==> src/hw/rtl/mbwa_pkg.sv <==
package mbwa_pkg;

    localparam int DEF_CHANNELS   = 8;
    localparam int DEF_MAX_FRAMES = 64;
    localparam int DEF_MAX_SETS   = 65535;

    localparam int CMD_W    = 2;
    localparam int CH_W     = 3;
    localparam int SMP_W    = 24;
    localparam int ACC_W    = 40;
    localparam int SUM_W    = 32;
    localparam int SET_W    = 16;
    localparam int WIN_W    = 7;
    localparam int EMIT_LIMIT = 8;

    localparam logic [WIN_W-1:0] WINDOW_RESET = 7'd64;

    localparam logic [CMD_W-1:0] CMD_SAMPLE = 2'd0;
    localparam logic [CMD_W-1:0] CMD_CLOSE  = 2'd1;
    localparam logic [CMD_W-1:0] CMD_CLEAR  = 2'd2;

    typedef enum logic [1:0] {
        OP_SAMPLE,
        OP_CLOSE,
        OP_CLEAR
    } t_op;

    typedef struct packed {
        t_op                     op;
        logic [CH_W-1:0]         ch;
        logic signed [SMP_W-1:0] code;
        logic                    ends;
    } t_op_item;

    typedef enum logic [2:0] {
        ST_CLR,
        ST_IDLE,
        ST_RD,
        ST_DIVF,
        ST_UPD,
        ST_DIVW,
        ST_OUT,
        ST_FIN
    } t_state;

    function automatic logic signed [SMP_W-1:0] sat24(input logic signed [ACC_W-1:0] v);
        logic signed [ACC_W-1:0] hi;
        logic signed [ACC_W-1:0] lo;
        hi = ACC_W'(signed'(24'sh7FFFFF));
        lo = ACC_W'(signed'(24'sh800000));
        if (v > hi) begin
            return 24'sh7FFFFF;
        end else if (v < lo) begin
            return 24'sh800000;
        end
        return v[SMP_W-1:0];
    endfunction

endpackage

==> src/hw/rtl/mbwa_queue.sv <==
module mbwa_queue
    import mbwa_pkg::*;
(
    input  logic     i_clk,
    input  logic     i_rst_n,
    input  logic     i_push,
    input  t_op_item i_item,
    output logic     o_full,
    input  logic     i_pop,
    output logic     o_valid,
    output t_op_item o_item
);

    localparam int DEPTH = 4;
    localparam int PW    = $clog2(DEPTH);

    t_op_item      r_mem [DEPTH];
    logic [PW-1:0] r_wr;
    logic [PW-1:0] r_rd;
    logic [PW:0]   r_cnt;
    logic          do_push;
    logic          do_pop;

    assign o_full  = (r_cnt == (PW+1)'(DEPTH));
    assign o_valid = (r_cnt != '0);
    assign o_item  = r_mem[r_rd];
    assign do_push = i_push && !o_full;
    assign do_pop  = i_pop && o_valid;

    always_ff @(posedge i_clk) begin
        if (!i_rst_n) begin
            r_wr  <= '0;
            r_rd  <= '0;
            r_cnt <= '0;
        end else begin
            if (do_push) begin
                r_wr <= r_wr + 1'b1;
            end
            if (do_pop) begin
                r_rd <= r_rd + 1'b1;
            end
            r_cnt <= r_cnt + (PW+1)'(do_push) - (PW+1)'(do_pop);
        end
    end

    always_ff @(posedge i_clk) begin
        if (do_push) begin
            r_mem[r_wr] <= i_item;
        end
    end

endmodule

==> config.mk <==
export PLATFORM = sky130hd
export DESIGN_NAME = mbwa_queue
export DESIGN_NICKNAME = d
export VERILOG_FILES = /design/src/hw/rtl/mbwa_pkg.sv /design/src/hw/rtl/mbwa_queue.sv
export SDC_FILE = /design/constraint.sdc
export NUM_CORES = 1
export LEC_CHECK = 0
export ABC_AREA = 1
export BUFFER_PORTS_ARGS = -buffer_cell sky130_fd_sc_hd__buf_4
export CORE_ASPECT_RATIO = 1.1
export CORE_MARGIN = 1.5
export CORE_UTILIZATION = 50
export CTS_BUF_LIST = sky130_fd_sc_hd__clkbuf_4 sky130_fd_sc_hd__clkbuf_8
export DETAILED_ROUTE_END_ITERATION = 10
export PLACE_DENSITY = 0.69
export SYNTH_ARGS = -nofsm -noshare
export SYNTH_HDL_FRONTEND = slang
export SYNTH_SLANG_ARGS = --single-unit
==> constraint.sdc <==
create_clock -name i_clk -period 2.2 [get_ports i_clk]
set_clock_uncertainty 0.05 [all_clocks]
set_input_delay 0.11 -clock i_clk [delete_from_list [all_inputs] [get_ports i_clk]]
set_output_delay 0.11 -clock i_clk [all_outputs]
set_load 0.05 [all_outputs]
After elaboration in Yosys (flattened, before gate mapping) --
Memories as Yosys holds them, arrays and structs flattened. A register that Yosys moved wholly into a read port is not among the register bits. Cells that the tools add are included. Widths: inputs -> output; s select.
Word-level totals: logic and storage cells 17, memories 1, output and inout bits 32, input port bits 34, bits in registers 7, bits in writable memories 120, bits in read-only memories 0, latch bits 0
Cells by class: equal/unequal tests 1, $lt $le $gt $ge 0, reduce and logical (&&, ||, !) cells 4, shift-type cells 0, div/mod/pow operators 0, muxes and demuxes 4, bitwise operators 0, add/subtract/negate cells 4, multiply operators 0
Memory list:
- r_mem | words 4, bits a word 30, rd ports 1, clocked after Yosys merged registers in 1, write ports 1, RTL line mbwa_queue.sv:17 | t_op_item r_mem [DEPTH];
Operators with widths (count):
- $add 2x1->2 const B | 2
- $mux 2 | 2
- $add 3x1->3 | 1
- $eq 3x3->1 const B | 1
- $reduce_bool 3->1 | 1
- $sub 3x1->3 | 1
- $logic_and 1x1->1 | 2
- $mux 1 | 2
- $logic_not 1->1 | 1

Depth between registers and ports, before layout --
Gate-level depths: netlist of run 1.
depth in word-level cells 5, depth in mapped cells 10, gate-level depth less buffers 10

Least setup slack after synthesis of run 1 --
No wires, ideal clock.
path kind reg-to-reg, start register r_cnt[1], end memory r_mem[0][0] (netlist bit) (enable), library setup time 417 ps, arrival 1977 ps, cell stages (with the launch flop) 5, buffers on the path 0, data required time 1733 ps, period minus slack after synthesis 2444 ps, path slack -244 ps, cell sequence dfxtp_1 nor2_4 nand2_2 nand2_1 nor2_1
On the way: cells in the longest elaborated chain, start to end 5
Ends and longest elaborated chain:
- start, declared | RTL line mbwa_queue.sv:20 | logic [PW:0] r_cnt;
- start signal, assigned | RTL line mbwa_queue.sv:42 | r_cnt <= r_cnt + (PW+1)'(do_push) - (PW+1)'(do_pop);
- $eq 3x3->1 | RTL line mbwa_queue.sv:24 | assign o_full = (r_cnt == (PW+1)'(DEPTH));
- $logic_not 1->1 | RTL line mbwa_queue.sv:27 | assign do_push = i_push && !o_full;
- $logic_and 1x1->1 | RTL line mbwa_queue.sv:27
- $mux 1 | RTL line mbwa_queue.sv:47 | if (do_push) begin
- $mux 1 (implied by the code) | RTL line mbwa_queue.sv:48 | r_mem[r_wr] <= i_item;
- end, declared | RTL line mbwa_queue.sv:17
Every way passes these cells.

==> key figures, run 1 <==
Yosys
  • Ys Warns: 0
  • Syn Inst Count: approximately 360
  • Unique masters post-synth: 19
  • Synth Cell Area: between 4000 and 5000 um^2
  • Synthesized net count: around 400
  • Seq cells post-synth: roughly 130
  • Sequential area share after synthesis: between 70% and 80%
  • Syn_area_per_cell: approximately 14 um^2

Placement
  • Post-placement cell area: about 5600 um^2
  • HPWL Detailed: around 5.6 mm
  • Routability cong.: between 0.7 and 0.8
  • Port bufs: 65

Power and ir drop
  • Max IR drop VDD: 0.0006747 V
  • Power density cells: about 1200 nW/um^2
  • Leak pwr: around 2.3 nW

Timing
  • Final setup vio count: 0
  • Fin crit share: 93.77%
  • Slew margin rel.: between 70% and 80%
  • Hold Slack: 0.3700 ns
  • Final hold violation count: 0
  • Worst-margin pin slew: 0.3568 ns
  • Fin crit period: roughly 2.1 ns
  • RSZ-0062 raised after global routing: no
  • Post-Route Setup TNS: 0 ns
  • Max-slew violation count: 0
  • F_max: between 0.4 and 0.5 GHz

Cells and area
  • Fin area: between 6000 and 7000 um^2
  • Area Overhead vs Synth: 26.98%
  • Most common cell after layout, fill and taps aside: edfxtp_1
  • Antenna diodes: 0
  • Most frequent cells in the layout: edfxtp_1 (120), buf_4 (75), nor2_1 (67)
  • Core Util, Final: roughly 65%
  • Net count, final: a little over 500
  • Share of cells above drive strength 1: 25.10%

Setup path
  • Worst-path fanout max: 26
  • CP Class: reg -> out
  • FF-to-FF path depth: 10
  • Critical Path RT: about 2 ns
  • CP Launch Type: flip-flop
  • CP endpoint kind: output pin
  • Critical Path AT: between 1.5 and 2 ns

Routing
  • Starting DRT DRC Count: 158
  • DR WL/cell: 15.77 um
  • Uppermost layer routed: met4
  • Final WL: 9.495 mm
  • Drt first pass iters: 5
  • DR WL met2: 4.887 mm
  • DRC violations left: 0
  • Final ANT Viol Nets: 0
  • Wire length on met1: just under 4 mm
  • Vias/cell: around 5.3
  • WL met3: 484 um
  • Via count: approximately 3.2k

Clock tree
  • Clk root buf: clkbuf_8
  • Worst skew pair latency: about 0.43 ns
  • CTS tree: yes
  • Htree depth: 4
  • Worst-path clk slew: 0.08 ns
  • Clk buf depth: 2
  • CTS buffer count: 17
  • Clk sinks: ~130

Global route
  • Global-route wire length before repair: between 10 and 15 mm
  • Largest net degree at the start of global routing: about 60
  • Antenna violations before repair: 0
  • Number of global-route vias before repair: slightly above 3k
  • GRT Residual Overflow: 0
  • GRT Total Usage: between 10% and 20%

Die
  • Die area: approximately 11,000 um^2
  • FP Rows: 38
  • Die Y: between 100 and 150 um
  • Die X: 98.25 um
  • Core Area: 9794 um^2
  • Initial Util: 50.95%
  • IO Pins: 66

Outcome
  • Outcome: complete, no violations

Worst hold path
  • HP Class: in -> reg
  • WHS Path Cells: 2

Run
  • Max Cap Viol: 0
-- registers in the layout, indices dropped and copies added, names as in the netlist, named ones only --
name,flops
r_cnt,3
r_mem,120
r_rd,2
r_wr,2
-- layout make-up --
cell class	instances	area [um^2]
multi-input cells	192	999.7
clock inverters	15	136.4
repair buffers	112	955.9
flip-flops and latches	129	3785
fillers	706	3458
well taps	120	150.1
inverters	17	75.07
clock buffers	17	234.0
-- where the power goes --
group | switching (mW) | total (mW) | internal [mW]
Combinational | 1.89 | 2.69 | 0.802
Clock | 0.926 | 1.83 | 0.901
Sequential | 0.120 | 3.11 | 2.99
Total | 2.93 | 7.63 | 4.69
-- metal layers --
layer	up-vias	global-route usage, %
li1	1534	-
met1	1529	21.50
met2	100	32.02
met3	15	6.364
met4	0	10.06
met5	-	0
-- critical path: stages (launching register included) --
cell,delay [ns]
dfxtp_2,0.54
buf_6,0.27
o21ai_0,0.12
o22ai_1,0.28
buf_4,0.26
-- kinds of logic after synthesis --
family                     count (synthesis)  share of synthesized area [%]
AOI/OAI and AO/OA                         97                          10.58
adders and majority gates                  7                          1.906
buffers and inverters                     36                          4.739
DFF                                      129                          75.83
and+or+nand+nor                           88                          6.946
-- timing repair --
action                                  4_1_cts  5_1_grt
endpoints found under the setup margin        0        5
resized for setup                             0        3
hold endpoints to repair                    129        0
setup buffers                                 0        0
hold buffers                                 33        0
-- synthesized netlist by cell type (all sizes together) --
library cell,count,area (um^2)
nand2,13,53.80
o22ai,30,187.7
edfxtp,120,3603
inv,17,71.32
buf,19,165.2
a21oi,4,20.02
ha,6,75.07
nand3,3,15.01
fa,1,20.02
nor2,72,277.8
a21boi,2,15.01
dfxtp,9,180.2
o21ai,61,305.3
-- stage by stage --
step | setup slack, ns | std cells | power [mW]
floorplan | -0.2440 | 357 | 5.062
global placement | 0.2859 | 537 | 5.771
detailed placement | 0.2335 | 537 | 5.808
CTS | 0.07760 | 602 | 7.669
global route | 0.05260 | 602 | 7.975
finish | 0.1371 | 602 | 7.627
-- worst paths after layout --
| check | startpoint | endpoint | slack [ns] |
|---|---|---|---|
| max | flip-flop | o_item[25] | 0.14 |
| min | i_item[3] | r_mem[2][3] | 0.37 |
| max reg2reg | r_cnt[1] | r_cnt[2] | 0.24 |
| min reg2reg | r_rd[0] | r_rd[0] | 0.46 |
Note: power is estimated with default switching activity, not from simulation.
==> inputs of run 2 (changes only) <==
Settings changed: PLACE_DENSITY 0.69 to 0.67.
Clock period 2.2 ns to 2.5 ns, I/O delays scaled along.
==> run 2 against run 1 <==
- sequential power shrank 11%
- core utilization rose by 0.10 points
- flip-flop and latch count did not move
- die area unchanged
- largest cell class unchanged
- sequential share of layout area shrank 0.055 points
- final cell count shrank 0.50%
- register-to-register slack better by 0.23 ns
- final area increased by 0.16%
- worst hold slack better by 0.015 ns
==> key figures, run 2 (synthesis gave the netlist of run 1 again) <==
Timing
  • Max-slew violation count: 0 (unchanged)
  • Fin crit period: 2.182 ns
  • Final hold violation count: 0 (unchanged)
  • Hold Slack: 0.3848 ns (+0.01475 ns)
  • Slew margin rel.: 59.27% (-17 points)
  • Final setup vio count: 0 (unchanged)
  • Worst setup margin: 0.3180 ns (+0.1809 ns)
  • Fin crit share: a little under 90%
  • F_max: 0.4583 GHz
  • Post-Route Setup TNS: 0 ns (unchanged)
  • RSZ-0062 raised after global routing: no
  • Worst-margin pin slew: 0.6102 ns (+0.2535 ns)

Setup path
  • CP endpoint kind: output pin
  • Reg2reg setup slack: 0.47 ns (+0.23 ns)
  • Critical Path Stages: 5 (+1)
  • Critical path's top delay family: buffers and inverters
  • Critical path, cell by cell: inv_1, buf_4, o21ai_1, o22ai_1, buf_4
  • Critical Path AT: 2.01 ns (+0.11 ns)
  • Reg2reg end: r_cnt[2]
  • Worst-path fanout max: 17 (-35%)
  • Critical Path RT: 2.33 ns (+0.29 ns)
  • FF-to-FF path depth: 10 (unchanged)
  • Reg-to-reg startpoint: r_cnt[1]
  • Slowest stage cell, crit path: inv_1
  • Most repeated library cell on the critical path: buf_4
  • CP Class: reg -> out
  • CP bufs+invs: 3 (+1)
  • Setup crit end: o_item[14]
  • CP peak stage delay: 0.45 ns (-0.09 ns)
  • CP Launch Type: flip-flop

Worst hold path
  • WHS Path Cells: 2 (unchanged)
  • HP Class: in -> reg

Die
  • Initial Util: 50.95% (unchanged)
  • Die area: 10,590 um^2 (unchanged)
  • FP Rows: 38 (unchanged)
  • Die Y: 107.8 um (unchanged)
  • Die X: 98.25 um (unchanged)
  • IO Pins: 66 (unchanged)
  • Core Area: 9794 um^2 (unchanged)

Global route
  • GRT Total Usage: 18.77% (-0.23 points)
  • GRT Residual Overflow: 0 (unchanged)
  • Number of global-route vias before repair: 3,018 (-2.3%)
  • Largest net degree at the start of global routing: 61 (unchanged)
  • Global-route wire length before repair: 14.81 mm (-0.18%)
  • Antenna violations before repair: 0 (unchanged)

Placement
  • Setup WS pre-CTS: 0.4794 ns (+0.2459 ns)
  • Placed insts: 534 (-0.56%)
  • Port bufs: 65 (unchanged)
  • Routability cong.: 0.7305 (-1.7%)
  • HPWL Detailed: 5.350 mm (-4.1%)
  • Post-placement cell area: 5577 um^2 (-0.85%)

Run
  • Max Cap Viol: 0 (unchanged)

Cells and area
  • Reg area: 3787 um^2 (about the same)
  • Largest register FFs: 120 (unchanged)
  • Footprint of the multi-input gates: 999.7 um^2 (unchanged)
  • Antenna diodes: 0 (unchanged)
  • Layout Cells excl Fill: 599 (-0.50%)
  • Most frequent cells in the layout: edfxtp_1 (120), buf_4 (76), nor2_1 (67)
  • Fin area: 6346 um^2 (+0.16%)
  • Net count, final: 507 (-0.59%)
  • Biggest register: r_mem
  • Layout fillers: 751 (+6.4%)
  • Area Overhead vs Synth: 27.18%
  • Largest registers: r_mem (120), r_cnt (3)
  • Share of cells above drive strength 1: 24.43% (-0.68 points)
  • Most common cell after layout, fill and taps aside: edfxtp_1

Clock tree
  • Worst-path clk slew: 0.08 ns (about the same)
  • Htree depth: 4 (unchanged)
  • Clk sinks: 129 (unchanged)
  • Clk buf depth: 2 (unchanged)
  • CTS tree: yes
  • Worst skew pair latency: 0.42 ns (about the same)
  • CTS buffer count: 17 (unchanged)
  • Clk root buf: clkbuf_8

Routing
  • Drt first pass iters: 5 (unchanged)
  • DRC violations left: 0 (unchanged)
  • Final ANT Viol Nets: 0 (unchanged)
  • DR WL/cell: 15.78 um (about the same)
  • Starting DRT DRC Count: 145 (-8.2%)
  • Vias/cell: 5.212 (-1.3%)
  • Final WL: 9.452 mm (-0.45%)
  • Via count: 3,122 (-1.8%)

Power and ir drop
  • Leak pwr: 2.332 nW (+0.43%)
  • Max IR drop VDD: 0.0006791 V (+0.65%)
  • Power density cells: 1096 nW/um^2 (-8.9%)

Outcome
  • Outcome: complete, no violations
## run 2: cell count changes in the layout (fill, tap and decap cells not counted), moves of 2 or more
cell,delta
clkinvlp_4,-2
clkbuf_4,+2
inv_6,-4
buf_6,-2
buf_12,-2
bufinv_16,+3
## run 2: stage by stage
| stage | power (mW) | util [%] |
|---|---|---|
| after floorplan | 4.454 | - |
| after global placement | 5.039 | 56.94 |
| after detailed placement | 5.087 | 56.94 |
| after CTS | 7.015 | 64.77 |
| after global routing | 7.261 | 64.79 |
| final | 6.958 | 64.79 |
## run 2: per-layer routing
metal / wire length, um / vias up / global-route usage [%]
li1: - / 1520 / -
met1: 4079 / 1524 / 22.88
met2: 4872 / 67 / 31.28
met3: 351 / 11 / 5.909
met4: 148 / 0 / 7.545
met5: 0 / - / 0
## run 2: final cells by class
| cell class | instances | share of cell area [%] |
|---|---|---|
| multi-input combinational | 192 | 15.75 |
| sequential | 129 | 59.68 |
| inverter | 17 | 1.124 |
| tap | 120 | 2.366 |
| clock inverter | 13 | 2.957 |
| clock buffer | 19 | 3.924 |
| timing repair buffer | 109 | 14.20 |
## run 2: what timing repair did
| item | in CTS | in global routing |
|---|---|---|
| endpoints found under the setup margin | 0 | 1 |
| hold endpoints to repair | 129 | 0 |
| gates resized for setup | 0 | 1 |
| buffers inserted | 0 | 0 |
| hold buffers | 33 | 0 |
## run 2: worst min path at each step
stage | to | from | slack, ns
after global routing | r_mem[3][4] | i_item[4] | 0.37
after CTS | r_mem[1][2] | i_item[2] | 0.36
final | r_mem[1][2] | i_item[2] | 0.38
after detailed placement | r_mem[3][16] | i_item[16] | 0.28
after floorplan | r_cnt[0] | i_rst_n | 0.17
after global placement | r_mem[1][2] | i_item[2] | 0.28
## run 2: where the power goes
group | switching, mW | internal (mW)
registers | 0.141 | 2.64
clock network | 0.789 | 1.11
logic | 1.61 | 0.674
==> inputs of run 3 (changes only) <==
Settings changed: CORE_UTILIZATION 50 to 40, PLACE_DENSITY 0.67 to 0.55.
==> run 3 against run 2 <==
- core utilization shrank 13 points
- highest routed layer unchanged
- largest cell class unchanged
- largest power group unchanged
- via count is 0.80% lower
- count of clock-buffer cells in the layout rose by 2
- routed wire length rose by 4.9%
==> key figures, run 3 (synthesis gave the netlist of run 1 again) <==
Outcome
  • Outcome: complete, no violations

Cells and area
  • Biggest register: r_mem
  • Net count, final: 507 (unchanged)
  • Share of cells above drive strength 1: 23.48% (-0.95 points)
  • Largest register FFs: 120 (unchanged)
  • Antenna diodes: 0 (unchanged)
  • Layout fillers: 1,079 (+44%)
  • Most frequent cells in the layout: edfxtp_1 (120), buf_4 (75), nor2_1 (67)
  • Area Overhead vs Synth: 26.15%
  • Footprint of the multi-input gates: 999.7 um^2 (unchanged)
  • Most common cell after layout, fill and taps aside: edfxtp_1
  • Largest registers: r_mem (120), r_cnt (3)
  • Reg area: 3785 um^2 (about the same)

Die
  • IO Pins: 66 (unchanged)
  • Die area: 13,150 um^2 (+24%)
  • Die Y: 120.1 um (+11%)
  • Core Area: 12,090 um^2 (+23%)
  • Initial Util: 41.28% (-9.7 points)
  • Die X: 109.5 um (+11%)
  • FP Rows: 42 (+11%)

Clock tree
  • Clk root buf: clkbuf_8
  • Clk buf depth: 2 (unchanged)
  • Post-CTS Resized: 0 (unchanged)
  • CTS tree: yes
  • Postcts setup bufs: 0 (unchanged)
  • Number of hold buffers added after cts: 33 (unchanged)
  • Htree depth: 4 (unchanged)
  • Worst skew pair latency: 0.41 ns (about the same)
  • Worst-path clk slew: 0.07 ns (about the same)
  • CTS buffer count: 17 (unchanged)
  • Clk sinks: 129 (unchanged)

Setup path
  • CP Launch Type: flip-flop
  • CP Class: reg -> out
  • Critical Path RT: 2.33 ns (about the same)
  • Critical path's top delay family: flip-flops
  • CP endpoint kind: output pin
  • Slowest stage cell, crit path: dfxtp_2
  • Critical Path AT: 2.09 ns (+0.08 ns)
  • Most repeated library cell on the critical path: buf_4
  • Worst-path fanout max: 31 (+14)
  • CP bufs+invs: 2 (-1)
  • Critical path, cell by cell: buf_4, o21ai_0, o22ai_1, buf_4
  • CP peak stage delay: 0.72 ns (+0.27 ns)

Timing
  • Fin crit share: 90.40% (+3.1 points)
  • Final hold violation count: 0 (unchanged)
  • Slew margin rel.: 59.07% (-0.21 points)
  • Fin crit period: 2.260 ns (+0.07797 ns)
  • Max-slew violation count: 0 (unchanged)
  • RSZ-0062 raised after global routing: no
  • F_max: 0.4425 GHz (-3.5%)
  • Worst-margin pin slew: 0.6140 ns (+0.003781 ns)
  • Post-Route Setup TNS: 0 ns (unchanged)
  • Final setup vio count: 0 (unchanged)
  • Hold Slack: 0.4048 ns (+0.02001 ns)

Global route
  • GRT Residual Overflow: 0 (unchanged)
  • Antenna violations before repair: 0 (unchanged)
  • GRT Total Usage: 16.10% (-2.7 points)
  • Global-route wire length before repair: 15.69 mm (+5.9%)
  • Largest net degree at the start of global routing: 61 (unchanged)
  • Number of global-route vias before repair: 3,159 (+4.7%)

Power and ir drop
  • Leak pwr: 2.302 nW (-1.3%)
  • Max IR drop VDD: 0.0005585 V (-18%)
  • Power density cells: 1044 nW/um^2 (-4.8%)

Placement
  • HPWL Detailed: 5.851 mm (+9.4%)
  • Port bufs: 65 (unchanged)
  • Routability cong.: 0.7463 (+2.2%)

Routing
  • Vias/cell: 4.908 (-5.8%)
  • Via count: 3,097 (-0.80%)
  • Final ANT Viol Nets: 0 (unchanged)
  • Drt first pass iters: 4 (-1)
  • Starting DRT DRC Count: 147 (+1.4%)
  • DRC violations left: 0 (unchanged)
  • Final WL: 9.918 mm (+4.9%)
  • DR WL/cell: 15.72 um (-0.39%)

Worst hold path
  • HP Class: in -> reg

Run
  • Max Cap Viol: 0 (unchanged)
run 3: cell types whose count changed in the layout (fill, tap and decap cells not counted), sizes merged:
cell      before  now
clkbuf        19   21
clkinvlp       3    1
clkinv         6    7
bufinv         4    1
run 3: final timing paths:
| kind | startpoint | end | slack [ns] | depth (start not counted) |
|---|---|---|---|---|
| worst max-delay path | flip-flop | o_item[4] | 0.24 | 4 |
| worst min-delay path | i_item[5] | r_mem[1][5] | 0.40 | 2 |
| worst max register to register | r_cnt[1] | r_cnt[2] | 0.51 | 10 |
| worst min register to register | r_rd[0] | flip-flop | 0.45 | 2 |
run 3: layer usage:
layer	GRT usage [%]	wire [um]	vias up
met4	4.383	85	0
met3	4.726	419	7
met1	20.47	4442	1498
met2	26.67	4971	68
met5	0	0	-
li1	-	-	1524
run 3: area by class of cell:
class | count | area share (%)
flip-flops and latches | 129 | 60.13
multi-input cells | 192 | 15.88
repair buffers | 109 | 14.51
clock buffers | 21 | 4.194
well taps | 154 | 3.061
inverters | 17 | 1.133
clock inverters | 9 | 1.093
run 3: worst register-to-register path, cell delays in order (launching register included):
cell and delay, ns:
dfxtp_1 0.45, nor2_4 0.08, nand2_2 0.10, nand2_1 0.08, ha_1 0.29, inv_1 0.06, ha_1 0.13, inv_1 0.05
fa_1 0.37, o21ai_0 0.18, nor2_1 0.05
run 3: report_power, final:
group	internal (mW)	switching, mW
logic	0.677	1.63
registers	2.63	0.126
clock network	0.800	0.708
run 3: metrics by stage:
| step | utilization [%] | power (mW) | worst slack, ns | area (um^2) | std cells |
|---|---|---|---|---|---|
| floorplan | - | 4.454 | 0.05603 | 4990 | 357 |
| CTS | 52.08 | 6.655 | 0.1830 | 6295 | 631 |
| global placement | 46.59 | 5.068 | 0.5635 | 5632 | 568 |
| global route | 52.08 | 6.907 | 0.05658 | 6295 | 631 |
| finish | 52.08 | 6.570 | 0.2400 | 6295 | 631 |
| detailed placement | 46.59 | 5.099 | 0.5141 | 5632 | 568 |
